## config.mk

```make
export PLATFORM = sky130hd
export DESIGN_NAME = tmvd_ctrl
export DESIGN_NICKNAME = d
export VERILOG_FILES = /design/src/hdl/tmvd_pkg.sv /design/src/hdl/tmvd_ctrl.sv
export SDC_FILE = /design/constraint.sdc
export NUM_CORES = 1
export LEC_CHECK = 0
export ABC_AREA = 1
export BUFFER_PORTS_ARGS = -buffer_cell sky130_fd_sc_hd__buf_2
export CAP_MARGIN = 5
export CORE_AREA = 2 2 39 41
export CTS_CLUSTER_SIZE = 24
export DETAILED_ROUTE_END_ITERATION = 6
export DIE_AREA = 0 0 41 43
export GPL_TIMING_DRIVEN = 0
export PLACE_DENSITY = 0.6
export SLEW_MARGIN = 10
export SYNTH_ARGS = -nofsm -noshare
export SYNTH_HDL_FRONTEND = slang
export SYNTH_SLANG_ARGS = --single-unit
```

## constraint.sdc

```tcl
create_clock -name clk_i -period 2.7 [get_ports clk_i]
set_clock_uncertainty 0.2 [all_clocks]
set_input_delay 0.405 -clock clk_i [delete_from_list [all_inputs] [get_ports clk_i]]
set_output_delay 0.405 -clock clk_i [all_outputs]
set_load 0.01 [all_outputs]
```

## src/hdl/tmvd_pkg.sv

```systemverilog
`default_nettype none
package tmvd_pkg;

  localparam int NUM_TILES = 64;
  localparam int TILE_W    = $clog2(NUM_TILES);
  localparam int VALUE_W   = 16;
  localparam int NUM_FEAT  = 5;
  localparam int CNT_W     = 13;
  localparam int SUM_W     = VALUE_W + 14;
  localparam int PROD_W    = VALUE_W + CNT_W + 1;
  localparam int DIFF_W    = SUM_W + 2;
  localparam int THR_W     = 9;
  localparam int LIMIT_W   = THR_W + 1 + CNT_W;
  localparam int CFG_W     = 13;
  localparam int CFG_IDX_W = 2;
  localparam int STEP_W    = 3;
  localparam int VOTE_W    = 3;

  localparam logic [CFG_IDX_W-1:0] REG_THRESHOLD = 2'd0;
  localparam logic [CFG_IDX_W-1:0] REG_WARMUP    = 2'd1;
  localparam logic [CFG_IDX_W-1:0] REG_RESTART   = 2'd2;

  localparam logic [THR_W-1:0] THRESHOLD_RST = 9'd144;
  localparam logic [CNT_W-1:0] WARMUP_RST    = 13'd50;
  localparam logic [CNT_W-1:0] RESTART_RST   = 13'd5000;

  // Last vote step: steps run one per feature plus one to drain the multiplier.
  localparam logic [STEP_W-1:0] LAST_STEP = STEP_W'(NUM_FEAT);

  typedef logic [NUM_FEAT-1:0][VALUE_W-1:0] feat_vec_t;
  typedef logic [NUM_FEAT-1:0][SUM_W-1:0]   sum_row_t;

  typedef struct packed {
    logic              load;
    logic              calc;
    logic              vote;
    logic [STEP_W-1:0] step;
    logic              finish;
  } dp_cmd_t;

endpackage
`default_nettype wire

```

## src/hdl/tmvd_ctrl.sv

```systemverilog
`default_nettype none
module tmvd_ctrl
  import tmvd_pkg::*;
(
  input  wire logic    clk_i,
  input  wire logic    rst_ni,
  input  wire logic    start_i,
  input  wire logic    restart_i,
  output logic         busy_o,
  output dp_cmd_t      cmd_o
);

  localparam logic [1:0] ST_IDLE = 2'd0;
  localparam logic [1:0] ST_CALC = 2'd1;
  localparam logic [1:0] ST_VOTE = 2'd2;
  localparam logic [1:0] ST_DONE = 2'd3;

  logic [1:0]        state_q, state_d;
  logic [STEP_W-1:0] step_q, step_d;

  always_comb begin
    state_d = state_q;
    step_d  = step_q;
    case (state_q)
      ST_IDLE: begin
        if (start_i) begin
          state_d = ST_CALC;
        end
      end
      ST_CALC: begin
        step_d  = '0;
        state_d = restart_i ? ST_DONE : ST_VOTE;
      end
      ST_VOTE: begin
        if (step_q == LAST_STEP) begin
          state_d = ST_DONE;
        end else begin
          step_d = step_q + 1'b1;
        end
      end
      ST_DONE: begin
        state_d = ST_IDLE;
      end
      default: begin
        state_d = ST_IDLE;
      end
    endcase
  end

  always_ff @(posedge clk_i or negedge rst_ni) begin
    if (!rst_ni) begin
      state_q <= ST_IDLE;
      step_q  <= '0;
    end else begin
      state_q <= state_d;
      step_q  <= step_d;
    end
  end

  assign busy_o        = (state_q != ST_IDLE);
  assign cmd_o.load    = (state_q == ST_IDLE) && start_i;
  assign cmd_o.calc    = (state_q == ST_CALC);
  assign cmd_o.vote    = (state_q == ST_VOTE);
  assign cmd_o.step    = step_q;
  assign cmd_o.finish  = (state_q == ST_DONE);

endmodule
`default_nettype wire

```

After elaboration in Yosys (flattened, before gate mapping)
Cells that the tools add are included.

cells by class
  add/subtract/negate cells = 1
  $mul = 0
  div/mod/pow operators = 0
  order comparisons = 0
  equal/unequal tests = 7
  shift-type cells = 0
  multiplexer cells = 6
  bitwise gates (word level) = 0
  reductions and logical operators = 6

operator list
  cell                 number
  $pmux 2 s4           1
  $pmux 3 s2           1
  $eq 2x2->1 const B   2
  $mux 2               2
  $ne 2x2->1 const B   2
  $reduce_and 2->1     2
  $reduce_bool 2->1    2
  $add 3x1->3 const B  1
  $eq 3x3->1 const B   1
  $mux 3               1
  $eq 2x1->1 const B   1
  $logic_not 2->1      1
  $ne 2x1->1 const B   1
  $logic_and 1x1->1    1
  $mux 1               1

storage, ports and cells
  register bits after elaboration = 5
  latch bits = 0
  memory bits (writable) = 0
  memory bits (read-only) = 0
  input port bits = 4
  output and inout port bits = 8
  memories kept = 0

Logic depth before layout (Yosys ltp)
Gate-level depths: netlist of run 1.

  depth after elaboration = 3
  depth in mapped cells = 8

Least setup slack after synthesis of run 1
OpenSTA, ideal clock, no wires.

  path kind = reg-to-output
  from = reg state_q[0]
  to = out cmd_o[6] (netlist bit)
  arrival = 827 ps
  required time = 2095 ps
  path slack = 1268 ps
  cell stages (with the launch flop) = 5
  path buffers = 0
  path through = dfrtp_1 > inv_1 > ha_1 > nand2_1 > inv_1

RTL lines
  item                    line             source
  from (decl)             tmvd_ctrl.sv:18  logic [1:0] state_q, state_d;
  from (signal assigned)  tmvd_ctrl.sv:55  state_q <= state_d;
  to (decl)               tmvd_ctrl.sv:10  output dp_cmd_t cmd_o

==> flow_results.xml, run 1 <==
<?xml version="1.0" encoding="UTF-8"?>
<metrics>
  <group name="outcome">
    <metric name="status" unit="">finished, final reports clean</metric>
  </group>
  <group name="cells_and_area">
    <metric name="fillCellCount" unit="">161</metric>
    <metric name="final_layout_size_suffix_gt1_frac" unit="">0.305</metric>
    <metric name="most_common_cell_after_layout_fill_and_taps_aside" unit="">buf_2</metric>
    <metric name="layout_common_cells" unit="">11 x buf_2, 10 x nand2_1, 8 x inv_1</metric>
    <metric name="nets" unit="">71</metric>
    <metric name="areaGrowthSynthToFinish" unit="%">30.7</metric>
    <metric name="n_antenna_cell" unit="">0</metric>
  </group>
  <group name="floorplan">
    <metric name="floorplan.die.width" unit="um">41</metric>
    <metric name="die_height" unit="um">43</metric>
    <metric name="die_area" unit="um^2">1760</metric>
    <metric name="floorplan.core_area" unit="um^2">1380</metric>
    <metric name="initial_utilization" unit="">0.262</metric>
    <metric name="placementRows" unit="">14</metric>
    <metric name="num_ports" unit="">12</metric>
  </group>
  <group name="clock_network">
    <metric name="clock_latency_on_the_worst_skew_pair" unit="ps">240</metric>
    <metric name="cts_max_path_buffers" unit="">2</metric>
    <metric name="cts_inserted_buffers" unit="">3</metric>
    <metric name="htree_levels" unit="">1</metric>
    <metric name="cts_setup_buffers" unit="">0</metric>
    <metric name="cts.root.buffer_cell" unit="">clkbuf_4</metric>
    <metric name="clk_transition_reported_paths" unit="ps">40</metric>
    <metric name="cts_sink_count" unit="">5</metric>
    <metric name="tritoncts" unit="">done</metric>
  </group>
  <group name="detailed_routing">
    <metric name="remaining_drc_errors" unit="">0</metric>
    <metric name="drt_iter0_drc" unit="">9</metric>
    <metric name="drt-pass1-iter-count" unit="">4</metric>
    <metric name="via_count" unit="">310</metric>
    <metric name="per_cell_routed_wire_length" unit="um">9.07</metric>
    <metric name="route.antenna.remaining_nets" unit="">0</metric>
    <metric name="routed_wire_length" unit="um">680</metric>
    <metric name="avgViaCountPerCell" unit="">4.13</metric>
  </group>
  <group name="synth">
    <metric name="synth_warnings" unit="">0</metric>
    <metric name="yosysSeqAreaShare" unit="">0.345</metric>
    <metric name="synthesis.area_per_instance" unit="um^2">8.44</metric>
    <metric name="synth_top_cells_by_area" unit="">dfrtp_1 34%, ha_1 24%, nand2_1 10%</metric>
    <metric name="main_combinational_cell_family_by_area_after_synthesis" unit="">simple AND/OR/NAND/NOR gates</metric>
    <metric name="synthesized_area_fraction_occupied_by_ao_oa_aoi_and_oai_cells" unit="">0.0414</metric>
    <metric name="synthXorXnorAreaFrac" unit="">0.0241</metric>
    <metric name="synth-adder-area-share" unit="">0.241</metric>
    <metric name="count_of_mapped_cells_out_of_synthesis" unit="">43</metric>
    <metric name="synthMuxAreaShare" unit="">0</metric>
    <metric name="synthSimpleGateAreaFrac" unit="">0.252</metric>
    <metric name="synth.cell_area" unit="um^2">363</metric>
    <metric name="synth_top_area_share" unit="">0.345</metric>
    <metric name="synth.net_count" unit="">54</metric>
    <metric name="synth_cell_types" unit="">11</metric>
    <metric name="synth_top_area_cell" unit="">dfrtp_1</metric>
    <metric name="synth-seq-cells" unit="">5</metric>
  </group>
  <group name="global_routing">
    <metric name="grt_util_all_layers" unit="">0.0939</metric>
    <metric name="grt_remaining_overflow" unit="">0</metric>
    <metric name="first_pass_grt_wire_length" unit="mm">1.08</metric>
    <metric name="pin_count_of_the_biggest_net_entering_global_routing" unit="">8</metric>
    <metric name="initial_antenna_violation_count" unit="">0</metric>
    <metric name="number_of_global_route_vias_before_repair" unit="">285</metric>
  </group>
  <group name="sta">
    <metric name="final_critical_path_share_of_the_clock_period" unit="">0.689</metric>
    <metric name="max_freq" unit="MHz">538</metric>
    <metric name="fin_setup_tns" unit="ps">0</metric>
    <metric name="final-setup-viol-count" unit="">0</metric>
    <metric name="post-route-min-period" unit="ps">1860</metric>
    <metric name="maxSlewViolCount" unit="">0</metric>
    <metric name="tightestPinTransition" unit="ps">183</metric>
    <metric name="rsz_0062_raised_after_global_routing" unit="">no</metric>
    <metric name="finalHoldViolations" unit="">0</metric>
    <metric name="timing.slew.headroom" unit="">0.878</metric>
    <metric name="hold_slack" unit="ps">307</metric>
  </group>
  <group name="worst_setup_path">
    <metric name="worstPathArrival" unit="ps">1250</metric>
    <metric name="worstSetupPathType" unit="">reg2out</metric>
    <metric name="endpoint_kind" unit="">output pin</metric>
    <metric name="worst_ep_required_time" unit="ps">2100</metric>
    <metric name="worst_setup_path_start_kind" unit="">flop</metric>
    <metric name="crit_fanout" unit="">5</metric>
  </group>
  <group name="placement">
    <metric name="port_buffers" unit="">11</metric>
    <metric name="finalWeightedCongestion" unit="">0.747</metric>
    <metric name="place.detailed.hpwl" unit="um">566</metric>
  </group>
  <group name="power_and_ir_drop">
    <metric name="vdd_drop_max" unit="mV">0.329</metric>
    <metric name="power.density_cell_area" unit="nW/um^2">1120</metric>
    <metric name="static-leakage-power" unit="uW">0.000273</metric>
  </group>
  <group name="run">
    <metric name="cap_viol_max_count" unit="">0</metric>
  </group>
  <group name="hold_path">
    <metric name="hold_path.class" unit="">in2async</metric>
  </group>
</metrics>
==> per-layer routing <==
| metal | GRT usage | up-vias | routed length [um] |
|---|---|---|---|
| met5 | 0 | - | 0 |
| met3 | 0.0157 | 2 | 23 |
| li1 | - | 163 | - |
| met4 | 0.0800 | 0 | 11 |
| met2 | 0.150 | 8 | 358 |
| met1 | 0.0984 | 137 | 286 |
==> power breakdown <==
group / total, uW / switching (uW) / internal [uW] / leakage, uW
logic: 299 / 176 / 122 / 0.000195
registers: 147 / 39.0 / 108 / 0.0000634
clock network: 84.8 / 29.0 / 55.8 / 0.0000150
==> synth_stat cells <==
library cell,number
clkinv_2,1
dfrtp_1,5
ha_1,7
inv_1,8
nand2_1,10
nand2_2,1
nand2_4,2
nand3_1,5
o21ai_0,1
o21ai_1,2
xnor2_1,1
==> stage by stage <==
step	total power, uW	cell area, um^2	util	cells	setup slack, ps
floorplan	361	363	-	43	1270
global placement	444	438	0.316	70	1090
detailed placement	453	438	0.316	70	1090
CTS	544	474	0.343	75	823
global route	593	474	0.343	75	744
finish	531	474	0.343	75	840
==> path summary, 6_finish.rpt <==
check	cells after the start	end	startpoint	slack (ps)
max reg2reg	7	state_q[1]$_DFFE_PN0P_	state_q[0]$_DFFE_PN0P_	1240
min reg2reg	1	step_q[0]$_DFFE_PN0P_	step_q[0]$_DFFE_PN0P_	350
max	5	cmd_o[6]	state_q[0]$_DFFE_PN0P_	840
min	2	step_q[2]$_DFFE_PN0P_	rst_ni	310
min in group clk_i	5	state_q[0]$_DFFE_PN0P_	restart_i	310
max in group asynchronous	2	step_q[1]$_DFFE_PN0P_	rst_ni	1860
==> kinds of logic after synthesis <==
kind of cell             after synthesis
AND/OR/NAND/NOR                       18
AO/OA/AOI/OAI                          3
buffers and inverters                  9
XOR/XNOR                               1
adder cells (fa/ha/maj)                7
flip-flops                             5
==> worst max-delay path, stage by stage (launching register included) <==
cell and delay (ps):
dfrtp_1 420, inv_1 120, ha_1 250, nand2_1 70, inv_1 30, buf_2 120
==> sequential cells by signal, indices dropped and copies added, names as in the netlist <==
signal,cells
state_q,2
step_q,3
==> layout make-up <==
| class | count | area, um^2 | share of cell area |
|---|---|---|---|
| multi-input cells | 29 | 203 | 0.427 |
| inverters | 9 | 35.0 | 0.0739 |
| flip-flops and latches | 5 | 125 | 0.264 |
| clock buffers | 4 | 26.3 | 0.0554 |
| repair buffers | 12 | 65.1 | 0.137 |
| well taps | 16 | 20.0 | 0.0422 |
==> what timing repair did <==
item	4_1_cts	5_1_grt
hold endpoints to repair	5	0
hold buffers	1	0
gates resized for setup	0	0
No activity file was read; power rests on OpenSTA's default activity.
==> inputs of run 2 (changes only) <==
--- a/config.mk
+++ b/config.mk
@@ -13,7 +13,7 @@
 export DETAILED_ROUTE_END_ITERATION = 6
 export DIE_AREA = 0 0 41 43
 export GPL_TIMING_DRIVEN = 0
-export PLACE_DENSITY = 0.6
+export PLACE_DENSITY = 0.62
 export SLEW_MARGIN = 10
 export SYNTH_ARGS = -nofsm -noshare
 export SYNTH_HDL_FRONTEND = slang
==> constraint.sdc (replaced) <==
create_clock -name clk_i -period 1.6 [get_ports clk_i]
set_clock_uncertainty 0.2 [all_clocks]
set_input_delay 0.24 -clock clk_i [delete_from_list [all_inputs] [get_ports clk_i]]
set_output_delay 0.24 -clock clk_i [all_outputs]
set_load 0.01 [all_outputs]
==> run 2 against run 1 <==
Final area rose by 10%. First-iteration DRC count did not move. Sequential cell count did not move. Wire length rose by 11%. Critical path depth fell by 2. Final cell count rose by 4.0%. Sequential share of layout area fell by 2.5 points. Via count rose by 7.1%. Largest cell class unchanged. Critical path type unchanged. Sequential power rose by 61%. Die area did not move. Combinational power rose by 120%.
==> flow_results.xml, run 2 (synthesis results as in run 1) <==
<?xml version="1.0" encoding="UTF-8"?>
<metrics>
  <group name="worst_setup_path">
    <metric name="worst_ep_required_time" unit="ps">1160</metric>
    <metric name="worst_r2r_startpoint" unit="">state_q[0]$_DFFE_PN0P_</metric>
    <metric name="timing.reg2reg.setup_slack" unit="ps">250</metric>
    <metric name="crit_fanout" unit="">4</metric>
    <metric name="rr_worst_depth" unit="">7</metric>
    <metric name="endpoint_kind" unit="">output pin</metric>
    <metric name="critical_path.reg2reg.endpoint" unit="">state_q[0]$_DFFE_PN0P_</metric>
    <metric name="worst_setup_path_start_kind" unit="">flop</metric>
    <metric name="worstPathArrival" unit="ps">1110</metric>
    <metric name="worstSetupPathType" unit="">reg2out</metric>
  </group>
  <group name="sta">
    <metric name="timing.slew.headroom" unit="">0.895</metric>
    <metric name="rsz_0062_raised_after_global_routing" unit="">yes</metric>
    <metric name="maxSlewViolCount" unit="">0</metric>
    <metric name="finalHoldViolations" unit="">0</metric>
    <metric name="final-setup-viol-count" unit="">0</metric>
    <metric name="tightestPinTransition" unit="ps">158</metric>
    <metric name="hold_slack" unit="ps">151</metric>
    <metric name="final_critical_path_share_of_the_clock_period" unit="">0.970</metric>
    <metric name="max_freq" unit="MHz">644</metric>
    <metric name="post-route-min-period" unit="ps">1550</metric>
  </group>
  <group name="clock_network">
    <metric name="cts_inserted_buffers" unit="">3</metric>
    <metric name="clock_latency_on_the_worst_skew_pair" unit="ps">240</metric>
    <metric name="tritoncts" unit="">done</metric>
    <metric name="cts_sink_count" unit="">5</metric>
    <metric name="cts.root.buffer_cell" unit="">clkbuf_4</metric>
    <metric name="htree_levels" unit="">1</metric>
    <metric name="cts_max_path_buffers" unit="">2</metric>
    <metric name="clk_transition_reported_paths" unit="ps">40</metric>
  </group>
  <group name="cells_and_area">
    <metric name="layout_common_cells" unit="">10 x buf_2, 9 x nand2_1, 5 x inv_1, 5 x nand3_1, 5 x dfrtp_1</metric>
    <metric name="nets" unit="">74</metric>
    <metric name="areaGrowthSynthToFinish" unit="%">44.1</metric>
    <metric name="final_design_area_no_fill" unit="um^2">523</metric>
    <metric name="most_common_cell_after_layout_fill_and_taps_aside" unit="">buf_2</metric>
    <metric name="largest_register_ffs" unit="">3</metric>
    <metric name="reg_top3" unit="">step_q x3, state_q x2</metric>
    <metric name="register_ranked_first_by_flip_flop_count" unit="">step_q</metric>
    <metric name="final_layout_size_suffix_gt1_frac" unit="">0.452</metric>
    <metric name="n_antenna_cell" unit="">0</metric>
  </group>
  <group name="floorplan">
    <metric name="die_area" unit="um^2">1760</metric>
    <metric name="floorplan.core_area" unit="um^2">1380</metric>
    <metric name="placementRows" unit="">14</metric>
    <metric name="die_height" unit="um">43</metric>
    <metric name="floorplan.die.width" unit="um">41</metric>
    <metric name="num_ports" unit="">12</metric>
    <metric name="initial_utilization" unit="">0.262</metric>
  </group>
  <group name="detailed_routing">
    <metric name="drt-pass1-iter-count" unit="">6</metric>
    <metric name="route.antenna.remaining_nets" unit="">0</metric>
    <metric name="drt_iter0_drc" unit="">9</metric>
    <metric name="via_count" unit="">332</metric>
    <metric name="routed_wire_length" unit="um">757</metric>
    <metric name="remaining_drc_errors" unit="">0</metric>
    <metric name="avgViaCountPerCell" unit="">4.26</metric>
    <metric name="per_cell_routed_wire_length" unit="um">9.71</metric>
  </group>
  <group name="power_and_ir_drop">
    <metric name="vdd_drop_max" unit="mV">0.721</metric>
    <metric name="static-leakage-power" unit="uW">0.000283</metric>
    <metric name="power.density_cell_area" unit="nW/um^2">1970</metric>
  </group>
  <group name="global_routing">
    <metric name="grt_remaining_overflow" unit="">0</metric>
    <metric name="number_of_global_route_vias_before_repair" unit="">298</metric>
    <metric name="initial_antenna_violation_count" unit="">0</metric>
    <metric name="pin_count_of_the_biggest_net_entering_global_routing" unit="">8</metric>
    <metric name="grt_util_all_layers" unit="">0.0988</metric>
    <metric name="first_pass_grt_wire_length" unit="mm">1.14</metric>
  </group>
  <group name="hold_path">
    <metric name="hold_path.class" unit="">in2async</metric>
  </group>
  <group name="placement">
    <metric name="place.detailed.hpwl" unit="um">529</metric>
    <metric name="finalWeightedCongestion" unit="">0.740</metric>
    <metric name="placedInstanceArea" unit="um^2">438</metric>
    <metric name="port_buffers" unit="">11</metric>
  </group>
  <group name="outcome">
    <metric name="status" unit="">finished, final reports clean</metric>
  </group>
  <group name="run">
    <metric name="cap_viol_max_count" unit="">0</metric>
  </group>
</metrics>
-- run 2: how the worst max path moves through the flow --
stage	start	endpoint	depth (start not counted)
after CTS	state_q[1]$_DFFE_PN0P_	cmd_o[6]	5
after global routing	state_q[1]$_DFFE_PN0P_	cmd_o[6]	5
after global placement	state_q[0]$_DFFE_PN0P_	state_q[1]$_DFFE_PN0P_	7
after detailed placement	state_q[0]$_DFFE_PN0P_	state_q[1]$_DFFE_PN0P_	7
after floorplan	state_q[0]$_DFFE_PN0P_	state_q[1]$_DFFE_PN0P_	7
final	state_q[0]$_DFFE_PN0P_	cmd_o[4]	3
-- run 2: report_power, final --
part	leakage, uW	internal, uW	switching, uW
logic	0.000205	291	358
registers	0.0000634	182	54.8
clock network	0.0000150	94.2	50.0
-- run 2: layout make-up --
cell class / count / area [um^2]
Inverter: 9 / 35.0
Fill cell: 148 / 861
Clock buffer: 4 / 26.3
Tap cell: 16 / 20.0
Multi-Input combinational cell: 29 / 223
Sequential cell: 5 / 125
Timing Repair Buffer: 15 / 93.8
-- run 2: per-layer routing --
| layer | wire, um | vias up | share of wire | global-route usage |
|---|---|---|---|---|
| met5 | 0 | - | 0 | 0 |
| met4 | 0 | 0 | 0 | 0.100 |
| met3 | 38 | 0 | 0.050 | 0.0157 |
| met2 | 392 | 12 | 0.52 | 0.150 |
| met1 | 325 | 152 | 0.43 | 0.104 |
| li1 | - | 168 | - | - |
-- run 2: timing repair --
item,4_1_cts,5_1_grt
buffers inserted,3,0
gates cloned,0,0
endpoints found under the setup margin,3,3
hold buffers,1,0
resized for setup,4,5
hold endpoints to repair,5,0
pin swaps,0,2
-- run 2: per-stage QoR --
step,setup TNS [ps],util,setup slack (ps),power (uW),std cells
floorplan,0,-,194,610,43
global placement,0,0.316,161,746,70
detailed placement,0,0.316,147,761,70
CTS,0,0.363,11.1,982,78
global route,-38.0,0.378,-25.5,1140,78
finish,0,0.378,47.3,1030,78
-- run 2: worst max-delay path, stage by stage, from the launching register on --
cell	delay, ps
dfrtp_1	390
inv_2	110
ha_2	230
buf_2	140
==> inputs of run 3 (changes only) <==
--- a/config.mk
+++ b/config.mk
@@ -5,15 +5,16 @@
 export SDC_FILE = /design/constraint.sdc
 export NUM_CORES = 1
 export LEC_CHECK = 0
-export ABC_AREA = 1
 export BUFFER_PORTS_ARGS = -buffer_cell sky130_fd_sc_hd__buf_2
 export CAP_MARGIN = 5
+export CELL_PAD_IN_SITES_DETAIL_PLACEMENT = 0
+export CELL_PAD_IN_SITES_GLOBAL_PLACEMENT = 1
 export CORE_AREA = 2 2 39 41
 export CTS_CLUSTER_SIZE = 24
 export DETAILED_ROUTE_END_ITERATION = 6
 export DIE_AREA = 0 0 41 43
 export GPL_TIMING_DRIVEN = 0
-export PLACE_DENSITY = 0.62
+export PLACE_DENSITY = 0.75
 export SLEW_MARGIN = 10
 export SYNTH_ARGS = -nofsm -noshare
 export SYNTH_HDL_FRONTEND = slang
==> run 3 against run 2 <==
Die area unchanged. Worst hold slack worse by 44 ps. Register-to-register slack lost 230 ps. Sequential power is 3% higher. Sequential cell count is the same. Power up 14%. Core utilization up 4.2 points. Final area increased by 11%. Setup slack lost 34 ps. Clock power is 3% higher. Sequential share of layout area decreased by 2.2 points. Critical path depth up 1. Largest power group unchanged. Highest routed layer unchanged.
==> flow_results.xml, run 3 <==
<?xml version="1.0" encoding="UTF-8"?>
<metrics>
  <group name="outcome">
    <metric name="status" unit="">finished, final reports clean</metric>
  </group>
  <group name="worst_setup_path">
    <metric name="crit_path_start" unit="">state_q[1]$_DFFE_PN0P_</metric>
    <metric name="worstSetupPathType" unit="">reg2out</metric>
    <metric name="rr_worst_depth" unit="">4</metric>
    <metric name="worst_ep_required_time" unit="ps">1160</metric>
    <metric name="timing.reg2reg.setup_slack" unit="ps">20</metric>
    <metric name="worst_r2r_startpoint" unit="">state_q[1]$_DFFE_PN0P_</metric>
    <metric name="crit_fanout" unit="">4</metric>
    <metric name="endpoint_kind" unit="">output pin</metric>
    <metric name="worst_setup_path_start_kind" unit="">flop</metric>
    <metric name="critPathCapture" unit="">cmd_o[6]</metric>
    <metric name="worstPathArrival" unit="ps">1150</metric>
    <metric name="critical_path.reg2reg.endpoint" unit="">state_q[1]$_DFFE_PN0P_</metric>
  </group>
  <group name="sta">
    <metric name="maxSlewViolCount" unit="">0</metric>
    <metric name="final-setup-viol-count" unit="">0</metric>
    <metric name="post-route-min-period" unit="ps">1590</metric>
    <metric name="fin_setup_tns" unit="ps">0</metric>
    <metric name="rsz_0062_raised_after_global_routing" unit="">yes</metric>
    <metric name="final_critical_path_share_of_the_clock_period" unit="">0.992</metric>
    <metric name="hold_slack" unit="ps">107</metric>
    <metric name="setup_slack" unit="ps">13.4</metric>
    <metric name="timing.slew.headroom" unit="">0.819</metric>
    <metric name="max_freq" unit="MHz">630</metric>
    <metric name="finalHoldViolations" unit="">0</metric>
    <metric name="tightestPinTransition" unit="ps">270</metric>
  </group>
  <group name="synth">
    <metric name="number_of_synthesized_flops_with_an_enable_pin" unit="">0</metric>
    <metric name="synth.most_common_cell" unit="">ha_1</metric>
    <metric name="count_of_mapped_cells_out_of_synthesis" unit="">37</metric>
    <metric name="synthesis.area_per_instance" unit="um^2">9.84</metric>
    <metric name="synth_common_cells" unit="">7 x ha_1, 5 x dfrtp_1, 5 x inv_1</metric>
    <metric name="synth.net_count" unit="">48</metric>
    <metric name="synth_top_area_share" unit="">0.344</metric>
    <metric name="synth-seq-cells" unit="">5</metric>
    <metric name="synth_top_cells_by_area" unit="">dfrtp_1 34%, ha_1 24%, inv_1 5.2%</metric>
    <metric name="synth.cell_area" unit="um^2">364</metric>
    <metric name="synthArstFlopShare" unit="">1.00</metric>
    <metric name="yosysSeqAreaShare" unit="">0.344</metric>
    <metric name="yosys_most_used_dff" unit="">dfrtp_1</metric>
    <metric name="synth_cell_types" unit="">18</metric>
    <metric name="synth_warnings" unit="">0</metric>
    <metric name="synth_top_area_cell" unit="">dfrtp_1</metric>
  </group>
  <group name="clock_network">
    <metric name="clock_latency_on_the_worst_skew_pair" unit="ps">250</metric>
    <metric name="tritoncts" unit="">done</metric>
    <metric name="cts_max_path_buffers" unit="">2</metric>
    <metric name="cts_inserted_buffers" unit="">3</metric>
    <metric name="clk_transition_reported_paths" unit="ps">40</metric>
    <metric name="cts.root.buffer_cell" unit="">clkbuf_4</metric>
    <metric name="htree_levels" unit="">1</metric>
    <metric name="cts_sink_count" unit="">5</metric>
  </group>
  <group name="placement">
    <metric name="preCtsSetupSlack" unit="ps">-84.2</metric>
    <metric name="dp_cells" unit="">64</metric>
    <metric name="finalWeightedCongestion" unit="">0.667</metric>
    <metric name="place.detailed.hpwl" unit="um">531</metric>
    <metric name="port_buffers" unit="">11</metric>
    <metric name="placedInstanceArea" unit="um^2">454</metric>
  </group>
  <group name="cells_and_area">
    <metric name="nets" unit="">72</metric>
    <metric name="most_common_cell_after_layout_fill_and_taps_aside" unit="">buf_2</metric>
    <metric name="areaGrowthSynthToFinish" unit="%">59.8</metric>
    <metric name="final_layout_size_suffix_gt1_frac" unit="">0.533</metric>
    <metric name="largest_register_ffs" unit="">3</metric>
    <metric name="register_ranked_first_by_flip_flop_count" unit="">step_q</metric>
    <metric name="fillCellCount" unit="">138</metric>
    <metric name="layoutNonFillerInstCount" unit="">76</metric>
    <metric name="n_antenna_cell" unit="">0</metric>
    <metric name="layout_common_cells" unit="">10 x buf_2, 7 x buf_4, 4 x ha_1, 4 x dfrtp_1</metric>
    <metric name="final_design_area_no_fill" unit="um^2">582</metric>
    <metric name="reg_top3" unit="">step_q x3, state_q x2</metric>
  </group>
  <group name="global_routing">
    <metric name="initial_antenna_violation_count" unit="">0</metric>
    <metric name="number_of_global_route_vias_before_repair" unit="">307</metric>
    <metric name="grt_remaining_overflow" unit="">0</metric>
    <metric name="first_pass_grt_wire_length" unit="mm">1.22</metric>
    <metric name="pin_count_of_the_biggest_net_entering_global_routing" unit="">9</metric>
    <metric name="grt_util_all_layers" unit="">0.107</metric>
  </group>
  <group name="power_and_ir_drop">
    <metric name="vdd_drop_max" unit="mV">0.903</metric>
    <metric name="power.share.switching" unit="">0.399</metric>
    <metric name="total_switching_power" unit="uW">470</metric>
    <metric name="clock_share_of_power" unit="">0.126</metric>
    <metric name="power_frac_seq" unit="">0.208</metric>
    <metric name="cell_internal_pwr" unit="uW">709</metric>
    <metric name="gate_power_share" unit="">0.666</metric>
    <metric name="power.density_cell_area" unit="nW/um^2">2030</metric>
    <metric name="static-leakage-power" unit="uW">0.000288</metric>
  </group>
  <group name="floorplan">
    <metric name="floorplan.die.width" unit="um">41</metric>
    <metric name="floorplan.core_area" unit="um^2">1380</metric>
    <metric name="num_ports" unit="">12</metric>
    <metric name="placementRows" unit="">14</metric>
    <metric name="die_area" unit="um^2">1760</metric>
    <metric name="initial_utilization" unit="">0.263</metric>
    <metric name="die_height" unit="um">43</metric>
  </group>
  <group name="detailed_routing">
    <metric name="routed_wire_length" unit="um">778</metric>
    <metric name="avgViaCountPerCell" unit="">4.53</metric>
    <metric name="drt_iter0_drc" unit="">5</metric>
    <metric name="remaining_drc_errors" unit="">0</metric>
    <metric name="via_count" unit="">344</metric>
    <metric name="drt-pass1-iter-count" unit="">4</metric>
    <metric name="per_cell_routed_wire_length" unit="um">10.2</metric>
    <metric name="route.antenna.remaining_nets" unit="">0</metric>
  </group>
  <group name="run">
    <metric name="cap_viol_max_count" unit="">0</metric>
  </group>
  <group name="hold_path">
    <metric name="hold_path.class" unit="">in2reg</metric>
  </group>
</metrics>
## run 3: worst min path at each step
stage               slack (ps)       from  cells after the start                     end
CTS                        120  restart_i                      3  state_q[0]$_DFFE_PN0P_
global route               120  restart_i                      3  state_q[0]$_DFFE_PN0P_
floorplan                 -260     rst_ni                      0  state_q[0]$_DFFE_PN0P_
global placement          -140     rst_ni                      1  state_q[0]$_DFFE_PN0P_
finish                     110  restart_i                      3  state_q[0]$_DFFE_PN0P_
detailed placement        -140     rst_ni                      1  state_q[0]$_DFFE_PN0P_
## run 3: logic make-up after synthesis
family                     after synthesis  synth area share
xor gates and xnor gates                 1            0.0241
AOI/OAI and AO/OA                        9             0.175
buffers and inverters                    5            0.0516
DFF                                      5             0.344
muxes                                    1            0.0412
adders and majority gates                7             0.241
and+or+nand+nor                          9             0.124
## run 3: worst max-delay path: stages (launching register included)
cell     delay [ps]
dfrtp_2         420
inv_4            60
ha_4            160
and2_4          150
buf_6           110
## run 3: final cells by class
class,count,area (um^2),area share
sequential,5,126,0.217
inverter,5,21.3,0.0366
clock buffer,4,26.3,0.0452
timing repair buffer,19,124,0.213
multi-input combinational,27,264,0.454
tap,16,20.0,0.0344
## run 3: what timing repair did
item	4_1_cts	5_1_grt
setup buffers	5	2
hold buffers	1	0
setup endpoints to repair	5	5
gates resized for setup	6	5
pin swaps	0	1
endpoints found under the hold margin	5	0
## run 3: per-layer routing
layer	up-vias	track usage	share of wire	routed length, um
met5	-	0	0	0
met4	0	0.0600	0	0
met3	0	0.0628	0.081	63
met2	12	0.163	0.49	379
met1	162	0.107	0.43	335
li1	170	-	-	-
## run 3: power by group through the flow
stage | combinational (uW) | clock, uW | sequential (uW)
6_report | 785 | 149 | 245
5_1_grt | 881 | 165 | 252
4_1_cts | 696 | 154 | 239
3_5_place_dp | 560 | 0 | 241
3_3_place_gp | 553 | 0 | 239
2_1_floorplan | 413 | 0 | 240
## run 3: stage by stage
stage / power (uW) / utilization
2_1_floorplan: 653 / -
3_3_place_gp: 792 / 0.328
3_5_place_dp: 801 / 0.328
4_1_cts: 1090 / 0.393
5_1_grt: 1300 / 0.420
6_report: 1180 / 0.420
